$ cat config.mk
export PLATFORM = sky130hd
export DESIGN_NAME = mfs_hart_ctl
export DESIGN_NICKNAME = d
export VERILOG_FILES = /design/src/mfs_pkg.sv /design/src/mfs_hart_ctl.sv
export SDC_FILE = /design/constraint.sdc
export NUM_CORES = 1
export LEC_CHECK = 0
export ABC_AREA = 1
export BUFFER_PORTS_ARGS = -buffer_cell sky130_fd_sc_hd__buf_2
export CAP_MARGIN = 10
export CORE_ASPECT_RATIO = 2
export CORE_MARGIN = 10
export CORE_UTILIZATION = 56
export CTS_BUF_LIST = sky130_fd_sc_hd__clkbuf_4 sky130_fd_sc_hd__clkbuf_8
export CTS_CLUSTER_SIZE = 20
export DETAILED_ROUTE_END_ITERATION = 10
export PLACE_DENSITY = 0.82
export SKIP_LAST_GASP = 1
export SYNTH_ARGS = -nofsm -noshare
export SYNTH_HDL_FRONTEND = slang
export SYNTH_SLANG_ARGS = --single-unit
$ cat constraint.sdc
create_clock -name clk -period 1.54 [get_ports clk]
set_input_delay 0.154 -clock clk [delete_from_list [all_inputs] [get_ports clk]]
set_output_delay 0.154 -clock clk [all_outputs]
set_load 0.005 [all_outputs]
$ cat src/mfs_pkg.sv
`timescale 1ns / 1ps
`default_nettype none
// ----------------------------------------------------------------------------
// Multi-hart fetch stage package
// Request and response types, hart pick record and register indexes for
// the fetch stage; the request and pick types also serve its hart control.
// ----------------------------------------------------------------------------
package mfs_pkg;

	localparam int PC_W      = 16;
	localparam int WORD_W    = 32;
	localparam int ADDR_W    = 14;
	localparam int MASK_W    = 4;
	localparam int HART_ID_W = 2;
	localparam int RUN_W     = 3;
	localparam int CFG_IDX_W = 2;
	localparam int CFG_DATA_W = 16;

	localparam logic [CFG_IDX_W-1:0] CFG_START_PC      = 2'd0;
	localparam logic [CFG_IDX_W-1:0] CFG_RUNNING_HARTS = 2'd1;

	localparam logic [PC_W-1:0]  START_PC_RESET = 16'd0;
	localparam logic [RUN_W-1:0] RUNNING_RESET  = 3'd4;

	typedef enum logic [1:0] {
		KIND_CYCLE = 2'd0,
		KIND_LOAD  = 2'd1,
		KIND_START = 2'd2
	} kind_t;

	typedef struct packed {
		kind_t                 kind;
		logic [MASK_W-1:0]     decode_full_mask;
		logic                  dec_redirect_valid;
		logic [HART_ID_W-1:0]  dec_redirect_hart;
		logic [PC_W-1:0]       dec_redirect_pc;
		logic                  exe_redirect_valid;
		logic [HART_ID_W-1:0]  exe_redirect_hart;
		logic [PC_W-1:0]       exe_redirect_pc;
		logic [ADDR_W-1:0]     load_address;
		logic [WORD_W-1:0]     load_word;
	} fetch_req_t;

	typedef struct packed {
		logic                  fetch_valid;
		logic [HART_ID_W-1:0]  fetch_hart;
		logic [PC_W-1:0]       fetch_pc;
		logic [WORD_W-1:0]     fetch_instruction;
	} fetch_rsp_t;

	// Outcome of the hart selection for one pipeline cycle.
	typedef struct packed {
		logic                  valid;
		logic [HART_ID_W-1:0]  hart;
		logic [PC_W-1:0]       pc;
	} hart_pick_t;

endpackage
`default_nettype wire

$ cat src/mfs_hart_ctl.sv
`timescale 1ns / 1ps
`default_nettype none
// ----------------------------------------------------------------------------
// Hart control
// Holds the full flag and pc of every hart, picks the hart to fetch and
// applies start requests and redirects.
// ----------------------------------------------------------------------------
module mfs_hart_ctl #(
	parameter int HART_COUNT = 4
) (
	input  wire logic               clk,
	input  wire logic               arst_n,
	input  wire logic               fire,
	input  wire mfs_pkg::fetch_req_t req,
	input  wire logic [15:0]        start_pc,
	input  wire logic [2:0]         running_harts,
	output mfs_pkg::hart_pick_t     pick
);
	import mfs_pkg::*;

	localparam int HID_W = $clog2(HART_COUNT);
	localparam int CNT_W = $clog2(HART_COUNT + 1);
	localparam int BW    = (HART_COUNT > MASK_W) ? HART_COUNT : MASK_W;

	logic [HART_COUNT-1:0] full_q;
	logic [PC_W-1:0]       pc_q [HART_COUNT];
	logic [HART_COUNT-1:0] full_d;
	logic [PC_W-1:0]       pc_d [HART_COUNT];

	logic [BW-1:0]         mask_ext;
	logic [HART_COUNT-1:0] busy;
	logic [HART_COUNT-1:0] elig;
	logic [HART_COUNT-1:0] below_mask;
	logic [HART_COUNT-1:0] start_mask;
	logic [CNT_W-1:0]      run_n;
	logic [HID_W-1:0]      sel;
	logic [HID_W-1:0]      dec_idx;
	logic [HID_W-1:0]      exe_idx;
	logic                  dec_ok;
	logic                  exe_ok;

	// Harts above the mask width always see a free decode slot.
	assign mask_ext = BW'(req.decode_full_mask);
	assign busy     = mask_ext[HART_COUNT-1:0];
	assign elig     = full_q & ~busy;

	always_comb begin
		sel = '0;
		for (int h = HART_COUNT - 1; h >= 0; h--) begin
			if (elig[h]) begin
				sel = HID_W'(h);
			end
		end
	end

	assign below_mask = (HART_COUNT'(1) << sel) - HART_COUNT'(1);

	always_comb begin
		pick.valid = |elig;
		pick.hart  = (|elig) ? HART_ID_W'(sel) : '0;
		pick.pc    = (|elig) ? pc_q[sel] : '0;
	end

	always_comb begin
		if (int'(running_harts) > HART_COUNT) begin
			run_n = CNT_W'(HART_COUNT);
		end else begin
			run_n = CNT_W'(running_harts);
		end
		for (int h = 0; h < HART_COUNT; h++) begin
			start_mask[h] = (h < int'(run_n));
		end
	end

	assign dec_ok  = req.dec_redirect_valid && (int'(req.dec_redirect_hart) < HART_COUNT);
	assign exe_ok  = req.exe_redirect_valid && (int'(req.exe_redirect_hart) < HART_COUNT);
	assign dec_idx = HID_W'(req.dec_redirect_hart);
	assign exe_idx = HID_W'(req.exe_redirect_hart);

	always_comb begin
		full_d = full_q;
		pc_d   = pc_q;
		if (fire) begin
			case (req.kind)
				KIND_START: begin
					for (int h = 0; h < HART_COUNT; h++) begin
						full_d[h] = start_mask[h];
						if (start_mask[h]) begin
							pc_d[h] = start_pc;
						end
					end
				end
				KIND_CYCLE: begin
					if (|elig) begin
						full_d[sel] = 1'b0;
					end
					// Execute is applied last so that it wins on the same hart.
					if (dec_ok) begin
						full_d[dec_idx] = 1'b1;
						pc_d[dec_idx]   = req.dec_redirect_pc;
					end
					if (exe_ok) begin
						full_d[exe_idx] = 1'b1;
						pc_d[exe_idx]   = req.exe_redirect_pc;
					end
				end
				default: begin
				end
			endcase
		end
	end

	always_ff @(posedge clk or negedge arst_n) begin
		if (!arst_n) begin
			full_q <= '0;
			for (int h = 0; h < HART_COUNT; h++) begin
				pc_q[h] <= '0;
			end
		end else begin
			full_q <= full_d;
			pc_q   <= pc_d;
		end
	end

	a_pick_eligible: assert property (@(posedge clk) disable iff (!arst_n)
		pick.valid |-> (full_q[sel] && !busy[sel]))
		else $error("picked hart is not fetchable");

	a_pick_lowest: assert property (@(posedge clk) disable iff (!arst_n)
		pick.valid |-> ((elig & below_mask) == '0))
		else $error("a lower hart was fetchable");

	a_start_mask: assert property (@(posedge clk) disable iff (!arst_n)
		(fire && req.kind == KIND_START) |=> (full_q == $past(start_mask)))
		else $error("start did not set the running harts");

endmodule
`default_nettype wire

==> qor.txt, run 1 <==
Via-per-instance ratio: 5.87
Peak Freq: 510 MHz
CTS tree: built
Power density over the cells: 953 nW/um^2
Worst Setup EP: pick[14]
R2R setup slack: 190 ps
Placer Congestion: 0.969
Grt total ovfl: 0
Yosys warning total: 0
Post-DP Area: 6190 um^2
Final Critical Period: 1960 ps
Num CTS Buffers: 9
Critical Path Fanout Max: 8
Synth cell count leaders: nand2_1 (239), nand3_1 (147), inv_1 (143)
Die ar.: 14300 um^2
PortBufs: 84
Worst path required time: 1390 ps
Synth area leaders: dfrtp_1 (31%), nand2_1 (17%), nand3_1 (14%), a21oi_1 (11%), inv_1 (9.9%)
Wire per inst: 17.4 um
I/O Pins: 131
Nets@finish: 1109
Core Region: 9380 um^2
Setup crit start: full_q[3]
Final hold slack: 152 ps
Clock sinks: 68
Syn_nets: 1008
Setup Skew: 3.35 ps
Final design area excluding fillers: 6690 um^2
CP endpoint kind: output pin
Worst-Margin Slew: 567 ps
Syn Inst Count: 896
Worst reg2reg path depth: 8
Width of the chip: 89.6 um
Reg2Reg Launch Point: full_q[1]
First-pass GRT wire length: 30500 um
Post-Syn Area per Cell: 6.05 um^2
Clock buffer depth: 2
Synth Flop Type: dfrtp_1
Failing checks: setup timing
Reg power frac: 37.1%
Largest area contributor in the netlist: dfrtp_1
Vias: 6502
Skew-Pair Late Insertion Delay: 360 ps
Fin. max-slew vios: 0
Root Driver: clkbuf_8
DRT iter0 DRCs: 817
H-tree depth: 3
Slack of the critical path: -419 ps
Final setup fails: 19
Final hold violations: 0
TritonRoute pass-1 iters: 8
Share of cells above drive strength 1: 19.9%
Post-synthesis register bit count: 68
Synth Cell Area: 5420 um^2
Clk network pwr share: 22.8%
GRT Util Overall: 26.9%
WS Path Type: reg -> out
Asr flop ratio synth: 100%
Arr. time, crit path: 1810 ps
Layout overhead on the synthesized area: 23.3%
Count leader, synth: nand2_1
Detailed placer's ending HPWL: 13600 um
EDFF count, synth: 0
Drt total wl: 19300 um
Filler cell count: 800
Clock transition at path regs: 70 ps
Die H: 159 um
Switching power: 2430 uW
Leak: 0.00375 uW
Yosys cell types: 25
Max-Cap Viols: 0
Worst hold-check path type: in -> reg
Vias in the first global route: 6361
DRC: 0
Reg area: 1700 um^2
Post-synth top area share: 31.4%
Starting Density: 57.8%
Seq/Total Area, Yosys: 31.4%
DRT antenna net count: 0
Initial antenna violation count: 1
Worst setup SP type: register
Combinational fraction of design power: 40.2%
Period utilization: 127%
Status: complete, but fails checks
Switching share of total power: 38.2%
RSZ-0062 raised after global routing: true
Setup tns final: -5570 ps
Reg2reg end: full_q[1]
Cell row count: 50
Largest net degree at the start of global routing: 69
Worst IR Drop VDD: 0.785 mV
Internal Power: 3940 uW
Relative slew slack: 62.0%
Multi-input logic area: 3080 um^2
==> cells by family (layout without fill, tap and decap cells) <==
group	count (synthesis)	in the layout	synth area share (%)
flip-flops	68	68	31.4
AND/OR/NAND/NOR	470	470	37.5
other	0	2	0
buffers and inverters	192	298	14.4
AO/OA/AOI/OAI	166	166	16.7
==> metal layers <==
layer  vias to the layer above  GRT usage (%)  wire length (um)
li1                       3078              -                 -
met1                      2935           31.5              6900
met2                       413           43.2              9590
met3                        76           5.83              2010
met4                         0           15.1               827
met5                         -              0                 0
==> metrics by stage <==
step | util, % | total power (uW) | cells | setup slack [ps]
after global routing | 71.2 | 6770 | 1108 | -502
after global placement | 66.0 | 4530 | 1080 | 24.6
after detailed placement | 66.0 | 4590 | 1080 | 4.32
after CTS | 69.6 | 6140 | 1103 | -290
after floorplan | - | 3710 | 896 | 134
final | 71.2 | 6370 | 1108 | -419
==> critical path, cell delays in order, from the launching register on <==
cell,delay [ps]
dfrtp_1,400
nand2_1,190
nand2_4,120
nand2_8,100
clkbuf_16,160
nand3_2,120
a21oi_1,190
buf_2,150
==> state kept, by name, indices dropped and copies added (netlist names) <==
signal,flops
full_q,4
pc_q,64
==> layout by cell type, fill, tap and decap left out <==
master and count:
nand2_1 233, clkbuf_8 12, nand2_2 6, nand3_1 136, nand4_1 1, buf_16 1, inv_1 139, nor2_1 67
a22o_1 1, clkinv_2 1, buf_12 12, dfrtp_1 67, nand2_4 4, nand3_2 15, dfrtp_2 1, o21ai_2 3
nor2_4 5, clkbuf_16 1, a31oi_1 9, diode_2 2, o21ai_1 3, a21oi_1 110, clkbuf_4 3, inv_2 8
nor2_8 1, inv_8 1, dlygate4sd3_1 1, o211ai_1 19, buf_4 26, nand3_4 1, a21oi_2 5, clkinvlp_4 1
clkinv_1 1, nand2_8 1, buf_2 84, buf_6 7, o21ai_0 16
==> cell type report <==
class	instances	area share [%]
Clock inverter	1	0.0749
Inverter	149	8.48
Tap cell	104	1.95
Antenna cell	2	0.0749
Timing Repair Buffer	132	14.9
Sequential cell	68	25.5
Clock buffer	15	2.81
Multi-Input combinational cell	636	46.1
Timing Repair inverter	1	0.112
==> repair_timing <==
| action | in CTS | in global routing |
|---|---|---|
| buffers inserted | 3 | 1 |
| pin swaps | 5 | 8 |
| endpoints found under the setup margin | 19 | 19 |
| gates cloned | 3 | 2 |
| gates resized for setup | 22 | 28 |
| endpoints found under the hold margin | 68 | 0 |
| hold buffers | 1 | 0 |
==> worst min path at each step <==
stage,from,endpoint,cells after the start
2_1_floorplan,arst_n,full_q[0],0
3_3_place_gp,arst_n,pc_q[0],2
3_5_place_dp,arst_n,pc_q[2],2
4_1_cts,req[54],pc_q[8],5
5_1_grt,req[54],pc_q[8],5
6_report,req[54],pc_q[8],5
==> power by group through the flow <==
stage                     logic [uW]  clock network (uW)  registers [uW]
after global placement          2180                   0            2350
final                           2560                1450            2360
after global routing            2830                1550            2400
after detailed placement        2220                   0            2370
after CTS                       2350                1450            2340
after floorplan                 1390                   0            2310
No activity file was read; power rests on OpenSTA's default activity.
==> run 2: changes to the inputs <==
PLACE_DENSITY = 0.89   (was 0.82)
==> qor.txt, run 2 (synthesized netlist as in run 1, its figures left out) <==
CTS tree: built (unchanged)
Nets@finish: 1109 (unchanged)
Max-Cap Viols: 0 (unchanged)
Commonest non-fill, non-tap cell in the layout: nand2_1 (unchanged)
Drt total wl: 19800 um (was 19300 um)
Worst setup SP type: register (unchanged)
Setup crit start: full_q[0] (was full_q[3])
Via-per-instance ratio: 6.00 (was 5.87)
Wire per inst: 18.0 um (was 17.4 um)
WS Path Type: reg -> out (unchanged)
Worst-Margin Slew: 503 ps (was 567 ps)
Arr. time, crit path: 1740 ps (was 1810 ps)
Failing checks: setup timing (unchanged)
Worst reg2reg path depth: 7 (was 8)
TritonRoute pass-1 iters: 6 (was 8)
Final hold slack: 161 ps (was 152 ps)
I/O Pins: 131 (unchanged)
Status: complete, but fails checks (unchanged)
Core Region: 9380 um^2 (unchanged)
Cell row count: 50 (unchanged)
Largest net degree at the start of global routing: 69 (unchanged)
Final setup fails: 18 (was 19)
Worst Setup EP: pick[6] (was pick[14])
Peak Freq: 528 MHz (was 510 MHz)
Final design area excluding fillers: 6720 um^2 (was 6690 um^2)
Post-DP Area: 6170 um^2 (was 6190 um^2)
PortBufs: 84 (unchanged)
Max FFs per register: 64 (unchanged)
Power density over the cells: 976 nW/um^2 (was 953 nW/um^2)
Clock buffer depth: 2 (unchanged)
Worst path required time: 1390 ps (about the same)
Worst hold-check path type: in -> reg (unchanged)
Clock sinks: 68 (unchanged)
Vias: 6628 (was 6502)
Placer Congestion: 0.994 (was 0.969)
Final hold violations: 0 (unchanged)
DP Worst Slack: 20.6 ps (was 4.32 ps)
R2R setup slack: 220 ps (was 190 ps)
Layout overhead on the synthesized area: 23.9% (was 23.3%)
RSZ-0062 raised after global routing: true (unchanged)
Fin. max-slew vios: 0 (unchanged)
Overall power: 6560 uW (was 6370 uW)
DRT antenna net count: 0 (unchanged)
Layout Utilization: 71.6% (was 71.2%)
Slack of the critical path: -354 ps (was -419 ps)
Relative slew slack: 66.4% (was 62.0%)
Final Critical Period: 1890 ps (was 1960 ps)
CP endpoint kind: output pin (unchanged)
Initial antenna violation count: 0 (was 1)
N_diodes: 0 (was 2)
Period utilization: 123% (was 127%)
DRC: 0 (unchanged)
Vias in the first global route: 6357 (was 6361)
Critical Path Fanout Max: 9 (was 8)
DRT iter0 DRCs: 944 (was 817)
GRT Util Overall: 27.4% (was 26.9%)
Reg2Reg Launch Point: full_q[2] (was full_q[1])
Root Driver: clkbuf_8 (unchanged)
Largest registers: pc_q x64, full_q x4 (unchanged)
Setup Skew: 3.06 ps (was 3.35 ps)
Die ar.: 14300 um^2 (unchanged)
Most frequent cells in the layout: nand2_1 (231), inv_1 (141), nand3_1 (134) (was nand2_1 (233), inv_1 (139), nand3_1 (136))
Grt total ovfl: 0 (unchanged)
First-pass GRT wire length: 31300 um (was 30500 um)
Num CTS Buffers: 9 (unchanged)
Worst IR Drop VDD: 0.597 mV (was 0.785 mV)
Top reg by flops: pc_q (unchanged)
Clock transition at path regs: 70 ps (about the same)
Leak: 0.00376 uW (was 0.00375 uW)
Filler cell count: 764 (was 800)
Skew-Pair Late Insertion Delay: 360 ps (about the same)
Width of the chip: 89.6 um (unchanged)
Starting Density: 57.8% (unchanged)
Reg2reg end: full_q[3] (was full_q[1])
Detailed placer's ending HPWL: 13700 um (was 13600 um)
H-tree depth: 3 (unchanged)
Die H: 159 um (unchanged)
Share of cells above drive strength 1: 20.5% (was 19.9%)
[run 2: cell types whose count changed in the layout (fill, tap and decap cells not counted), moves of 3 or more]
cell,previous run,this run
a21oi_1,110,104
clkbuf_4,3,0
nand2_2,6,9
buf_6,7,10
a21oi_2,5,11
[run 2: power by group]
part / switching, uW / total (uW) / leakage [uW] / internal, uW
clock: 676 / 1580 / 0.000108 / 908
combinational: 1550 / 2610 / 0.00286 / 1060
sequential: 239 / 2360 / 0.000790 / 2120
total: 2470 / 6560 / 0.00376 / 4090
[run 2: worst min-delay path by stage]
stage                      endpoint  startpoint  slack, ps  cells after the start
after detailed placement   pc_q[34]      arst_n        200                      2
after global placement     pc_q[34]      arst_n        200                      2
after CTS                  pc_q[10]     req[56]        150                      5
final                      pc_q[10]     req[56]        160                      5
after floorplan           full_q[0]      arst_n       -140                      0
after global routing       pc_q[10]     req[56]        170                      5
[run 2: layout make-up]
class | count | area [um^2] | area share [%]
clock buffers | 13 | 179 | 2.66
well taps | 104 | 130 | 1.94
clock inverters | 1 | 30.0 | 0.447
repair buffers | 133 | 993 | 14.8
inverters | 149 | 567 | 8.44
multi-input cells | 636 | 3120 | 46.4
flip-flops and latches | 68 | 1700 | 25.3
[run 2: what timing repair did]
action,CTS,global route
hold buffers,1,0
buffers inserted,2,2
cloned,3,1
hold endpoints to repair,68,0
gates resized for setup,35,27
setup endpoints to repair,19,19
pin swaps,4,6
[run 2: critical path, cell delays in order, from the launching register on]
cell and delay (ps):
dfrtp_1 390, nand2_4 110, nand2_4 120, inv_8 60, nand2_4 100, buf_12 150, nand3_1 140, a21oi_1 170
buf_2 140
[run 2: routing by layer]
metal	global-route usage [%]	wire length, um
met3	5.42	2170
met1	33.0	6920
met4	14.5	1000
met5	0	0
met2	44.0	9760
[run 2: stage by stage]
step,std cells,setup TNS [ps]
floorplan,896,0
global placement,1081,0
detailed placement,1081,0
CTS,1101,-4480
global route,1104,-6330
finish,1104,-5120
